### src/sv/pcm_to_stereo16_upsampler_top_assert.svh
// Assertion macros for the PCM upsampler RTL, used by the result register.
`ifndef PCM_TO_STEREO16_UPSAMPLER_TOP_ASSERT_SVH
`define PCM_TO_STEREO16_UPSAMPLER_TOP_ASSERT_SVH

// A property checked on every rising clock edge outside reset.
`define PCMUP_ASSERT(lbl, prop, msg) \
  lbl: assert property (@(posedge clk_i) disable iff (!rst_ni) (prop)) else $error(msg);

// A same-cycle implication checked outside reset.
`define PCMUP_ASSERT_IMP(lbl, ante, cons, msg) \
  lbl: assert property (@(posedge clk_i) disable iff (!rst_ni) (ante) |-> (cons)) \
    else $error(msg);

// A next-cycle implication checked outside reset.
`define PCMUP_ASSERT_NXT(lbl, ante, cons, msg) \
  lbl: assert property (@(posedge clk_i) disable iff (!rst_ni) (ante) |=> (cons)) \
    else $error(msg);

`endif

### src/sv/pcmup_pkg.sv
// Shared types and constants of the PCM to 16-bit stereo upsampler.
package pcmup_pkg;

  localparam int MAX_REPEAT = 16;
  localparam int CNT_W      = $clog2(MAX_REPEAT + 1);
  localparam int CFG_DATA_W = 24;
  localparam int CFG_IDX_W  = 3;

  typedef enum logic [CFG_IDX_W-1:0] {
    REG_TONE_MODE     = 3'd0,
    REG_TWO_CHANNELS  = 3'd1,
    REG_WIDE_SAMPLES  = 3'd2,
    REG_REPEAT_FACTOR = 3'd3,
    REG_TONE_STEP     = 3'd4,
    REG_TONE_PEAK     = 3'd5,
    REG_TONE_LENGTH   = 3'd6
  } cfg_idx_e;

  typedef struct packed {
    logic        tone_mode;
    logic        two_channels;
    logic        wide_samples;
    logic [4:0]  repeat_factor;
    logic [14:0] tone_step;
    logic [14:0] tone_peak;
    logic [23:0] tone_length;
    logic        tone_restart;  // pulse: tone_length written this cycle
  } cfg_t;

  typedef struct packed {
    logic signed [15:0] left_sample;
    logic signed [15:0] right_sample;
    logic               tone_done;
  } result_t;

endpackage

### src/sv/pcmup_cfg.sv
// Configuration register bank of the PCM upsampler.
module pcmup_cfg (
  input  logic                            clk_i,
  input  logic                            rst_ni,
  input  logic                            cfg_we_i,
  input  logic [pcmup_pkg::CFG_IDX_W-1:0] cfg_idx_i,
  input  logic [pcmup_pkg::CFG_DATA_W-1:0] cfg_wdata_i,
  output pcmup_pkg::cfg_t                 cfg_o
);

  pcmup_pkg::cfg_idx_e idx;
  logic        tone_mode_q, two_channels_q, wide_samples_q;
  logic [4:0]  repeat_factor_q;
  logic [14:0] tone_step_q, tone_peak_q;
  logic [23:0] tone_length_q;
  logic        restart;

  assign idx     = pcmup_pkg::cfg_idx_e'(cfg_idx_i);
  assign restart = cfg_we_i && (idx == pcmup_pkg::REG_TONE_LENGTH);

  always_ff @(posedge clk_i or negedge rst_ni) begin
    if (!rst_ni) begin
      tone_mode_q     <= 1'b0;
      two_channels_q  <= 1'b1;
      wide_samples_q  <= 1'b1;
      repeat_factor_q <= 5'd1;
      tone_step_q     <= '0;
      tone_peak_q     <= '0;
      tone_length_q   <= '0;
    end else if (cfg_we_i) begin
      case (idx)
        pcmup_pkg::REG_TONE_MODE:     tone_mode_q     <= cfg_wdata_i[0];
        pcmup_pkg::REG_TWO_CHANNELS:  two_channels_q  <= cfg_wdata_i[0];
        pcmup_pkg::REG_WIDE_SAMPLES:  wide_samples_q  <= cfg_wdata_i[0];
        pcmup_pkg::REG_REPEAT_FACTOR: repeat_factor_q <= cfg_wdata_i[4:0];
        pcmup_pkg::REG_TONE_STEP:     tone_step_q     <= cfg_wdata_i[14:0];
        pcmup_pkg::REG_TONE_PEAK:     tone_peak_q     <= cfg_wdata_i[14:0];
        pcmup_pkg::REG_TONE_LENGTH:   tone_length_q   <= cfg_wdata_i[23:0];
        default: ;
      endcase
    end
  end

  always_comb begin
    cfg_o.tone_mode     = tone_mode_q;
    cfg_o.two_channels  = two_channels_q;
    cfg_o.wide_samples  = wide_samples_q;
    cfg_o.repeat_factor = repeat_factor_q;
    cfg_o.tone_step     = tone_step_q;
    cfg_o.tone_peak     = tone_peak_q;
    // During a length write the new value goes straight to the tone
    // generator, so the restart loads the length being written.
    cfg_o.tone_length   = restart ? cfg_wdata_i[23:0] : tone_length_q;
    cfg_o.tone_restart  = restart;
  end

endmodule

### src/sv/pcmup_frame.sv
// Byte assembly and triangle tone generation for the PCM upsampler.
module pcmup_frame (
  input  logic                        clk_i,
  input  logic                        rst_ni,
  input  pcmup_pkg::cfg_t             cfg_i,
  input  logic                        accept_i,
  input  logic [7:0]                  data_byte_i,
  output logic                        produces_o,
  output pcmup_pkg::result_t          result_o,
  output logic [pcmup_pkg::CNT_W-1:0] reps_o
);

  logic [23:0]        held_q, held_d;
  logic [1:0]         phase_q, phase_d;
  logic signed [15:0] level_q, level_d;
  logic               falling_q, falling_d;
  logic [23:0]        remain_q, remain_d;

  logic [2:0]          frame_sz;
  logic                complete;
  logic signed [17:0]  lvl_ext, step_ext, peak_ext, next_raw, next_sat;

  always_comb begin
    case ({cfg_i.wide_samples, cfg_i.two_channels})
      2'b11:   frame_sz = 3'd4;
      2'b10:   frame_sz = 3'd2;
      2'b01:   frame_sz = 3'd2;
      default: frame_sz = 3'd1;
    endcase
  end

  assign complete   = ({1'b0, phase_q} + 3'd1) >= frame_sz;
  assign produces_o = cfg_i.tone_mode || complete;

  // Triangle arithmetic, kept in 18 bits so the step never wraps.
  assign lvl_ext  = 18'(level_q);
  assign step_ext = $signed({3'b000, cfg_i.tone_step});
  assign peak_ext = $signed({3'b000, cfg_i.tone_peak});
  assign next_raw = falling_q ? (lvl_ext - step_ext) : (lvl_ext + step_ext);

  always_comb begin
    if (next_raw > 18'sd32767) begin
      next_sat = 18'sd32767;
    end else if (next_raw < -18'sd32767) begin
      next_sat = -18'sd32767;
    end else begin
      next_sat = next_raw;
    end
  end

  always_comb begin
    result_o = '0;
    reps_o   = pcmup_pkg::CNT_W'(1);
    if (cfg_i.tone_mode) begin
      if (remain_q == '0) begin
        result_o.tone_done = 1'b1;
      end else begin
        result_o.left_sample  = level_q;
        result_o.right_sample = level_q;
      end
    end else begin
      case ({cfg_i.wide_samples, cfg_i.two_channels})
        2'b11: begin
          result_o.left_sample  = {held_q[15:8], held_q[23:16]};
          result_o.right_sample = {data_byte_i, held_q[7:0]};
        end
        2'b10: begin
          result_o.left_sample  = {data_byte_i, held_q[7:0]};
          result_o.right_sample = {data_byte_i, held_q[7:0]};
        end
        2'b01: begin
          result_o.left_sample  = {~held_q[7], held_q[6:0], 8'h00};
          result_o.right_sample = {~data_byte_i[7], data_byte_i[6:0], 8'h00};
        end
        default: begin
          result_o.left_sample  = {~data_byte_i[7], data_byte_i[6:0], 8'h00};
          result_o.right_sample = {~data_byte_i[7], data_byte_i[6:0], 8'h00};
        end
      endcase
      // Repeat count is clamped to one through the maximum.
      if (cfg_i.repeat_factor == 5'd0) begin
        reps_o = pcmup_pkg::CNT_W'(1);
      end else if (32'(cfg_i.repeat_factor) > 32'(pcmup_pkg::MAX_REPEAT)) begin
        reps_o = pcmup_pkg::CNT_W'(pcmup_pkg::MAX_REPEAT);
      end else begin
        reps_o = pcmup_pkg::CNT_W'(cfg_i.repeat_factor);
      end
    end
  end

  always_comb begin
    held_d    = held_q;
    phase_d   = phase_q;
    level_d   = level_q;
    falling_d = falling_q;
    remain_d  = remain_q;
    if (cfg_i.tone_restart) begin
      remain_d  = cfg_i.tone_length;
      level_d   = '0;
      falling_d = 1'b0;
    end else if (accept_i) begin
      if (cfg_i.tone_mode) begin
        if (remain_q != '0) begin
          remain_d = remain_q - 24'd1;
          level_d  = next_sat[15:0];
          if ((next_sat >= peak_ext) || (next_sat <= -peak_ext)) begin
            falling_d = ~falling_q;
          end
        end
      end else begin
        held_d  = {held_q[15:0], data_byte_i};
        phase_d = complete ? 2'd0 : (phase_q + 2'd1);
      end
    end
  end

  always_ff @(posedge clk_i or negedge rst_ni) begin
    if (!rst_ni) begin
      held_q    <= '0;
      phase_q   <= '0;
      level_q   <= '0;
      falling_q <= 1'b0;
      remain_q  <= '0;
    end else begin
      held_q    <= held_d;
      phase_q   <= phase_d;
      level_q   <= level_d;
      falling_q <= falling_d;
      remain_q  <= remain_d;
    end
  end

endmodule

### src/sv/pcmup_out.sv
// Result register with repeat counter for the PCM upsampler.
`include "pcm_to_stereo16_upsampler_top_assert.svh"

module pcmup_out (
  input  logic                        clk_i,
  input  logic                        rst_ni,
  input  logic                        load_i,
  input  pcmup_pkg::result_t          result_i,
  input  logic [pcmup_pkg::CNT_W-1:0] reps_i,
  output logic                        can_load_o,
  input  logic                        out_ready_i,
  output logic                        out_valid_o,
  output logic signed [15:0]          left_sample_o,
  output logic signed [15:0]          right_sample_o,
  output logic                        last_copy_o,
  output logic                        tone_done_o
);

  logic                        valid_q;
  logic [pcmup_pkg::CNT_W-1:0] cnt_q;
  pcmup_pkg::result_t          data_q;
  logic                        last;
  logic                        take;

  assign last       = (cnt_q == pcmup_pkg::CNT_W'(1));
  assign take       = valid_q && out_ready_i;
  assign can_load_o = !valid_q || (take && last);

  always_ff @(posedge clk_i or negedge rst_ni) begin
    if (!rst_ni) begin
      valid_q <= 1'b0;
      cnt_q   <= '0;
    end else if (load_i) begin
      valid_q <= 1'b1;
      cnt_q   <= reps_i;
    end else if (take) begin
      if (last) begin
        valid_q <= 1'b0;
      end
      cnt_q <= cnt_q - pcmup_pkg::CNT_W'(1);
    end
  end

  always_ff @(posedge clk_i) begin
    if (load_i) begin
      data_q <= result_i;
    end
  end

  assign out_valid_o    = valid_q;
  assign left_sample_o  = data_q.left_sample;
  assign right_sample_o = data_q.right_sample;
  assign last_copy_o    = last;
  assign tone_done_o    = data_q.tone_done;

  `PCMUP_ASSERT_IMP(a_cnt_nonzero, valid_q, cnt_q != '0, "valid result with zero copies left")
  `PCMUP_ASSERT_IMP(a_no_overwrite, load_i, can_load_o, "new frame loaded over pending copies")
  `PCMUP_ASSERT_NXT(a_next_copy, take && !last, valid_q && (cnt_q == $past(cnt_q) - 1'b1), "repeat copy lost")
  `PCMUP_ASSERT(a_load_reps, !load_i || (reps_i != '0), "frame loaded with zero copies")

endmodule

### src/sv/pcm_to_stereo16_upsampler_top.sv
// Top level of the PCM byte stream to 16-bit stereo upsampler.
//
//  Channel  Direction  Handshake                    Payload
//  in       sink       in_valid_i / in_ready_o      data_byte_i
//  out      source     out_valid_o / out_ready_i    left/right_sample_o, last_copy_o, tone_done_o
//  cfg      sink       cfg_we_i (no wait)           cfg_idx_i, cfg_wdata_i
//
// Every item passes through combinational logic from the byte assembly registers
// into the result register. A byte that only fills a frame is taken every cycle,
// even while a result waits. A byte that completes a frame, or a tone tick, is
// taken when the result register is empty or its last copy is being taken.
// Reset is asynchronous and active low; it restores the register defaults and
// clears the frame phase, the held bytes and the tone state.
module pcm_to_stereo16_upsampler_top (
  input  logic                              clk_i,
  input  logic                              rst_ni,
  input  logic                              in_valid_i,
  output logic                              in_ready_o,
  input  logic [7:0]                        data_byte_i,
  output logic                              out_valid_o,
  input  logic                              out_ready_i,
  output logic signed [15:0]                left_sample_o,
  output logic signed [15:0]                right_sample_o,
  output logic                              last_copy_o,
  output logic                              tone_done_o,
  input  logic                              cfg_we_i,
  input  logic [pcmup_pkg::CFG_IDX_W-1:0]   cfg_idx_i,
  input  logic [pcmup_pkg::CFG_DATA_W-1:0]  cfg_wdata_i
);

  pcmup_pkg::cfg_t             cfg;
  pcmup_pkg::result_t          result;
  logic [pcmup_pkg::CNT_W-1:0] reps;
  logic                        produces;
  logic                        can_load;
  logic                        accept;

  // Bytes that produce no result never need the output register, so they
  // flow in regardless of output back-pressure.
  assign in_ready_o = !produces || can_load;
  assign accept     = in_valid_i && in_ready_o;

  pcmup_cfg u_cfg (
    .clk_i       (clk_i),
    .rst_ni      (rst_ni),
    .cfg_we_i    (cfg_we_i),
    .cfg_idx_i   (cfg_idx_i),
    .cfg_wdata_i (cfg_wdata_i),
    .cfg_o       (cfg)
  );

  pcmup_frame u_frame (
    .clk_i       (clk_i),
    .rst_ni      (rst_ni),
    .cfg_i       (cfg),
    .accept_i    (accept),
    .data_byte_i (data_byte_i),
    .produces_o  (produces),
    .result_o    (result),
    .reps_o      (reps)
  );

  // The result register holds one frame and replays it for every copy.
  pcmup_out u_out (
    .clk_i          (clk_i),
    .rst_ni         (rst_ni),
    .load_i         (accept && produces),
    .result_i       (result),
    .reps_i         (reps),
    .can_load_o     (can_load),
    .out_ready_i    (out_ready_i),
    .out_valid_o    (out_valid_o),
    .left_sample_o  (left_sample_o),
    .right_sample_o (right_sample_o),
    .last_copy_o    (last_copy_o),
    .tone_done_o    (tone_done_o)
  );

endmodule
### config.mk
export PLATFORM = sky130hd
export DESIGN_NAME = pcm_to_stereo16_upsampler_top
export DESIGN_NICKNAME = d
export VERILOG_FILES = /design/src/sv/pcmup_pkg.sv /design/src/sv/pcmup_cfg.sv /design/src/sv/pcmup_frame.sv /design/src/sv/pcmup_out.sv /design/src/sv/pcm_to_stereo16_upsampler_top.sv
export VERILOG_INCLUDE_DIRS = /design/src /design/src/sv
export SDC_FILE = /design/constraint.sdc
export NUM_CORES = 1
export LEC_CHECK = 0
export BUFFER_PORTS_ARGS = -buffer_cell sky130_fd_sc_hd__buf_4
export CAP_MARGIN = 20
export CORE_UTILIZATION = 30
export CTS_BUF_LIST = sky130_fd_sc_hd__clkbuf_8 sky130_fd_sc_hd__clkbuf_16
export DETAILED_ROUTE_END_ITERATION = 8
export HOLD_SLACK_MARGIN = 0.08
export PLACE_DENSITY = 0.58
export REMOVE_ABC_BUFFERS = 1
export SYNTH_ARGS = -nofsm -noshare
export SYNTH_HDL_FRONTEND = slang
export SYNTH_SLANG_ARGS = --single-unit
### constraint.sdc
create_clock -name clk_i -period 13.66 [get_ports clk_i]
set_clock_uncertainty 0.15 [all_clocks]
set_input_delay 0.683 -clock clk_i [delete_from_list [all_inputs] [get_ports clk_i]]
set_output_delay 0.683 -clock clk_i [all_outputs]
set_load 0.01 [all_outputs]
==> impl_results.md, run 1 <==
* Outcome: finished, final reports clean
* Post-synthesis sequential area ratio at 43.1%
* CP Launch Point: u_cfg.tone_step_q[0]
* Synth Instances at 904
* Critical path data required time at 13,830 ps
* Synth cell types at 64
* Max_cap viols at 0
* Share of the synthesized area in the top cell type at 30.9%
* CTS hold repair buffers at 0
* Yosys warns at 0
* Count of input and output buffers at 75
* Post-CTS setup repair buffer count at 0
* Largest net degree at the start of global routing at 63
* Setup ws final at 7260 ps
* Worst slew pin tran at 929 ps
* Post-synth top cells: 109 x nand2_1, 108 x dfrtp_1, 79 x o21ai_0, 61 x ha_1, 57 x mux2_2
* Worst setup EP type: flip-flop
* R2R cell count at 23
* Yosys reg bits at 144
* Final count of hold timing violations at 0
* Post-cts sizing count at 0
* Routability congestion estimate from global placement at 0.938
* Clock latency on the worst-skew pair at 430 ps
* Clock Pin Slew Worst Setup and Hold Paths at 70 ps
* CP arrival at 6570 ps
* H-tree depth at 4
* Final Max Tran Viols at 0
* EDFF count, synth at 33
* Vias in the first global route at 6,608
* Static Leak at 0.00431 uW
* # DRC at 0
* Post-synth top flop: dfrtp_1
* Nets@finish at 1,072
* Num rows at 62
* RSZ-0062 raised after global routing: no
* Num CTS Buffers at 17
* DP Cell Count at 1,334
* Non-filler cells, final at 1,368
* TritonCTS clock tree: yes
* Yosys top cell by area: dfrtp_1
* Dpl ws at 7420 ps
* TNS Setup at 0 ps
* Final WL at 22.1 mm
* CP Class: reg2reg
* Synth area leaders: dfrtp_1 31%, edfxtp_1 11%, ha_1 8.7%
* Die W at 173 um
* Core ar. at 28,700 sq um
* Crit Path Max Fanout at 12
* Placed cell areas at 9690 sq um
* Area Overhead vs Synth at 17.6%
* Antenna violations before repair at 0
* DR iter-0 viols at 433
* Detailed placement HPWL at 16.5 mm
* Final setup violation count at 0
* Vias at 6,841
* Worst setup SP type: flip-flop
* Final Cycle Share at 46.9%
* Slew headroom at 37.8%
* Most frequent cell after synthesis: nand2_1
* Remaining Overflow, GRT at 0
* Post-synthesis cell area at 8760 sq um
* FF-to-FF Start: u_cfg.tone_step_q[0]
* First-pass GRT wire length at 36.2 mm
* Starting Density at 30.5%
* Max IR drop VDD at 0.0961 mV
* Async set-reset flop share out of synthesis at 77.1%
* Maximum clock rate at 156 MHz
* Min cycle time layout at 6400 ps
* Final instance area at 10,300 sq um
* Fill cells at 2,955
* Pwr dens at 290 nW/um^2
* Boundary Pins at 76
* Layout cell share with drive strength beyond 1 at 19.2%
* CTS sink cnt at 144
* Syn_area_per_cell at 9.69 sq um
* Pre-antenna DRT Iters at 5
* Post-route ant nets at 0
* Routed WL per cell at 16.2 um
* Root buf cell: clkbuf_16
* Via/cell ratio at 5.00
* Clock tree buffer depth at 2
* Die Ht at 173 um
* GRT Util Overall at 15.3%
* Worst Hold Class: in2async
* Die area at 29,900 sq um
## sequential cells by signal, indices dropped and copies added (netlist names)
| register | count |
|---|---|
| u_frame.held_q | 24 |
| u_frame.remain_q | 24 |
| u_frame.level_q | 16 |
| u_out.left_sample_o | 16 |
| u_out.right_sample_o | 16 |
| u_cfg.tone_peak_q | 15 |
| u_cfg.tone_step_q | 15 |
| u_cfg.repeat_factor_q | 5 |
| u_out.cnt_q | 5 |
| u_frame.phase_q | 2 |
| u_cfg.tone_mode_q | 1 |
| u_cfg.two_channels_q | 1 |
| u_cfg.wide_samples_q | 1 |
| u_frame.falling_q | 1 |
| u_out.out_valid_o | 1 |
| u_out.tone_done_o | 1 |
## metrics by stage
stage               utilization (%)  hold WS [ps]  power, uW
floorplan                         -           237       2020
global placement               33.8           343       2490
detailed placement             33.8           347       2490
CTS                            35.8           156       2980
global route                   35.9           185       3270
finish                         35.9           126       2980
## power breakdown
part	switching [uW]	total, uW	leakage [uW]	internal (uW)
sequential	145	750	0.00165	605
combinational	1020	1770	0.00239	745
clock	208	465	0.000277	257
## critical path, stage by stage, from the launching register on
cell	delay, ps
dfrtp_1	410
inv_1	90
ha_1	160
nor3b_1	490
nor3b_1	510
nor2_1	100
xnor2_1	160
ha_1	400
nand4_1	130
o22ai_1	290
nor4_1	100
a21oi_1	290
xor2_1	510
nand2_1	390
a21oi_1	380
ha_1	300
a21oi_1	150
nor2_1	60
o31ai_1	290
o211ai_1	160
mux2i_1	150
a211oi_1	330
a2111oi_2	120
a21o_1	190
## cell usage in the layout, fill, tap and decap left out, drive strengths merged, types with 6 or more instances in the layout
cell type  instances
nor2              57
nand2            109
dfrtp            108
a21o               8
clkbuf            17
inv               58
o21ai             81
a21oi             42
a31oi              6
nor3              26
nand2b             9
ha                61
nor3b              6
xor2              10
nor2b              6
a22oi             17
nor4              13
buf               81
or3                9
edfxtp            33
xnor2             54
nand4              7
nand3             22
mux2              57
o211ai             7
## area by class of cell
type                       instances  area (sq um)  area share [%]
clock buffer                      17           425            4.13
multi-input combinational        674          4640            45.1
timing repair buffer              81           628            6.10
clock inverter                    15           153            1.48
tap                              384           480            4.66
inverter                          52           195            1.89
sequential                       144          3770            36.6
antenna                            1          2.50          0.0243
## final timing paths
| path | endpoint | slack (ps) |
|---|---|---|
| setup / recovery | u_frame.falling_q | 7260 |
| hold / removal | u_frame.remain_q[12] | 130 |
| setup reg to reg | u_frame.falling_q | 7260 |
| hold reg to reg | u_cfg.tone_peak_q[14] | 360 |
| max in group asynchronous | u_frame.level_q[14] | 11960 |
| min in group clk_i | u_frame.remain_q[15] | 300 |
## per-layer routing
metal | routed length [um] | global-route usage (%)
met1 | 11100 | 22.1
met2 | 9770 | 23.9
met3 | 1080 | 2.81
met4 | 179 | 3.36
met5 | 0 | 0
## cells by family after synthesis
group,Yosys count,synth area share [%]
AND/OR/NAND/NOR,288,15.7
AO/OA/AOI/OAI,199,14.2
flip-flops,144,43.1
buffers and inverters,86,3.93
XOR/XNOR,64,6.40
adder cells (fa/ha/maj),64,9.20
multiplexers,59,7.56
(Power assumes the default switching activity.)
==> inputs of run 2 (changes only) <==
--- a/config.mk
+++ b/config.mk
@@ -6,13 +6,14 @@
 export SDC_FILE = /design/constraint.sdc
 export NUM_CORES = 1
 export LEC_CHECK = 0
+export ABC_AREA = 1
 export BUFFER_PORTS_ARGS = -buffer_cell sky130_fd_sc_hd__buf_4
 export CAP_MARGIN = 20
 export CORE_UTILIZATION = 30
 export CTS_BUF_LIST = sky130_fd_sc_hd__clkbuf_8 sky130_fd_sc_hd__clkbuf_16
 export DETAILED_ROUTE_END_ITERATION = 8
 export HOLD_SLACK_MARGIN = 0.08
-export PLACE_DENSITY = 0.58
+export PLACE_DENSITY = 0.59
 export REMOVE_ABC_BUFFERS = 1
 export SYNTH_ARGS = -nofsm -noshare
 export SYNTH_HDL_FRONTEND = slang
==> constraint.sdc (replaced) <==
create_clock -name clk_i -period 5.7 [get_ports clk_i]
set_clock_uncertainty 0.15 [all_clocks]
set_input_delay 0.285 -clock clk_i [delete_from_list [all_inputs] [get_ports clk_i]]
set_output_delay 0.285 -clock clk_i [all_outputs]
set_load 0.01 [all_outputs]
==> impl_results.md, run 2 <==
* Outcome: finished, violations left
* Final WL at 25.0 mm (+13%)
* First-pass GRT wire length at 41.0 mm (+13%)
* Layout cell share with drive strength beyond 1 at 12.8% (-6.4 points)
* Die Ht at 179 um (+3.7%)
* Share of the synthesized area in the top cell type at 28.7% (-2.2 points)
* Crit Path Max Fanout at 15 (+3)
* Die W at 179 um (+3.7%)
* Max_cap viols at 0 (unchanged)
* DR iter-0 viols at 653 (+51%)
* Post-synthesis sequential area ratio at 40.0% (-3.0 points)
* Top delay family on crit path: simple AND/OR/NAND/NOR gates
* Placed cell areas at 10,400 sq um (+6.8%)
* TritonCTS clock tree: yes
* Remaining Overflow, GRT at 0 (unchanged)
* Num rows at 64 (+3.2%)
* Die area at 32,100 sq um (+7.5%)
* RSZ-0062 raised after global routing: no
* Slew headroom at 38.7% (+0.97 points)
* Clock tree buffer depth at 2 (unchanged)
* Count of input and output buffers at 75 (unchanged)
* Post-synth top flop: dfrtp_1
* Most frequent cell after synthesis: nand2_1
* Worst path slowest cell: dfrtp_1
* Via/cell ratio at 4.79 (-4.3%)
* Yosys top cell by area: dfrtp_1
* Post-synth top cells: 359 x nand2_1, 163 x inv_1, 108 x dfrtp_1, 99 x o21ai_0, 85 x nor2_1
* # DRC at 16 (+16)
* Synth Instances at 1,233 (+36%)
* Synth area leaders: dfrtp_1 29%, nand2_1 14%, edfxtp_1 11%
* WHS at 85.6 ps (-40.4 ps)
* Static Leak at 0.00557 uW (+29%)
* TNS Setup at 0 ps (unchanged)
* Detailed placement HPWL at 19.0 mm (+15%)
* Final setup violation count at 0 (unchanged)
* Yosys warns at 0 (unchanged)
* Crit path depth at 34 (+48%)
* CTS sink cnt at 144 (unchanged)
* Antenna violations before repair at 0 (unchanged)
* Worst setup EP type: flip-flop
* Worst setup SP type: flip-flop
* Maximum clock rate at 199 MHz (+27%)
* Final Max Tran Viols at 0 (unchanged)
* R2R cell count at 34 (+48%)
* Vias in the first global route at 8,087 (+22%)
* Largest net degree at the start of global routing at 71 (+13%)
* Synth cell types at 50 (-22%)
* Final count of hold timing violations at 0 (unchanged)
* Worst hold stages at 3
* Worst path most repeated cell: nand2_1
* GRT Util Overall at 16.3% (+1.0 points)
* Num CTS Buffers at 17 (unchanged)
* Pre-antenna DRT Iters at 7 (+2)
* Largest regs: u_frame.held_q x24, u_frame.remain_q x24
* CP max stage delay at 400 ps (-110 ps)
* Worst Hold Class: in2reg
* Syn_area_per_cell at 7.64 sq um (-21%)
* Async set-reset flop share out of synthesis at 77.1% (unchanged)
* Final Cycle Share at 88.3% (+41 points)
* Most frequent cells in the layout: 359 x nand2_1, 163 x inv_1, 108 x dfrtp_1, 99 x o21ai_0, 85 x nor2_1
* Antenna Cells at 0 (-1)
* Min cycle time layout at 5030 ps (-1370 ps)
* Pwr dens at 611 nW/um^2 (+110%)
* Clock Pin Slew Worst Setup and Hold Paths at 70 ps (about the same)
* Post-synthesis cell area at 9420 sq um (+7.6%)
* Failing checks: DRC
* Max IR drop VDD at 0.253 mV (+160%)
* Total power at 6900 uW (+130%)
* Area Overhead vs Synth at 19.9%
* CP Class: reg2reg
* Routability congestion estimate from global placement at 0.903 (-3.7%)
* Boundary Pins at 76 (unchanged)
* Final instance area at 11,300 sq um (+9.7%)
* CP arrival at 5200 ps (-1370 ps)
* Clock latency on the worst-skew pair at 430 ps (about the same)
* Routed WL per cell at 14.3 um (-12%)
* Yosys reg bits at 144 (unchanged)
* EDFF count, synth at 33 (unchanged)
* H-tree depth at 4 (unchanged)
* Number of buffers and inverters on the critical path at 2 (+1)
* Most common cell after layout, fill and taps aside: nand2_1
* Util after Layout at 36.7% (+0.85 points)
* Core ar. at 30,700 sq um (+7.1%)
* Starting Density at 30.6% (+0.14 points)
* Post-route ant nets at 0 (unchanged)
* Nets@finish at 1,440 (+34%)
* Worst slew pin tran at 919 ps (-9.63 ps)
* Root buf cell: clkbuf_16
* Vias at 8,360 (+22%)
* Critical path data required time at 5870 ps (-7960 ps)
==> run 2: cell types whose count changed after synthesis, moves of 20 or more <==
cell and change:
inv_1 +112, mux2_2 -56, xor2_1 +21, nand2_1 +250, nand3_1 +42, xnor2_1 -43
o21ai_0 +20, nor2_1 +29, nand2_2 +26
==> run 2: per-stage QoR <==
step	std cells	setup slack, ps
after detailed placement	1679	554
after global placement	1679	702
final	1747	669
after CTS	1747	522
after floorplan	1203	1300
after global routing	1747	9.52
==> run 2: path summary, 6_finish.rpt <==
check / endpoint / from / slack [ps]
max: u_frame.falling_q / u_cfg.tone_step_q[2] / 670
max in group asynchronous: u_frame.held_q[9] / rst_ni / 3800
min in group asynchronous: u_frame.remain_q[1] / rst_ni / 250
max reg2reg: u_frame.falling_q / u_cfg.tone_step_q[2] / 670
min reg2reg: u_frame.held_q[16] / u_frame.held_q[16] / 330
min: u_cfg.tone_step_q[2] / cfg_wdata_i[2] / 90
==> run 2: logic make-up (layout without fill, tap and decap cells) <==
group | after synthesis | after routing | share of synthesized area [%]
xor gates and xnor gates | 43 | 43 | 4.08
muxes | 1 | 1 | 0.119
and+or+nand+nor | 583 | 583 | 26.6
buffers and inverters | 201 | 319 | 8.55
AOI/OAI and AO/OA | 199 | 199 | 12.3
DFF | 144 | 144 | 40.0
adders and majority gates | 62 | 62 | 8.31
==> run 2: power by group <==
part / switching, uW / internal (uW)
clock: 488 / 614
sequential: 280 / 1460
combinational: 2600 / 1460
==> run 2: layout make-up <==
cell class	instances	area, sq um
tap	396	495
inverter	171	642
multi-input combinational	888	4850
clock buffer	17	425
fill	3239	19500
clock inverter	15	148
timing repair buffer	116	961
sequential	144	3770
==> run 2: repair_timing <==
item | 4_1_cts | 5_1_grt
gates resized for setup | 0 | 2
endpoints found under the setup margin | 0 | 1
hold buffers | 36 | 0
endpoints found under the hold margin | 113 | 0
setup buffers | 0 | 0
==> run 2: tightest hold or removal path, stage by stage <==
cell and delay [ps]:
buf_4 80, inv_1 90, o21ai_0 170
==> run 2: per-layer routing <==
metal | share of wire, % | up-vias | global-route usage (%) | wire (um)
met1 | 48 | 3912 | 22.5 | 12100
met5 | 0 | - | 0 | 0
met4 | 1.6 | 0 | 4.41 | 397
li1 | - | 4227 | - | -
met2 | 46 | 192 | 26.5 | 11500
met3 | 3.8 | 29 | 2.29 | 957
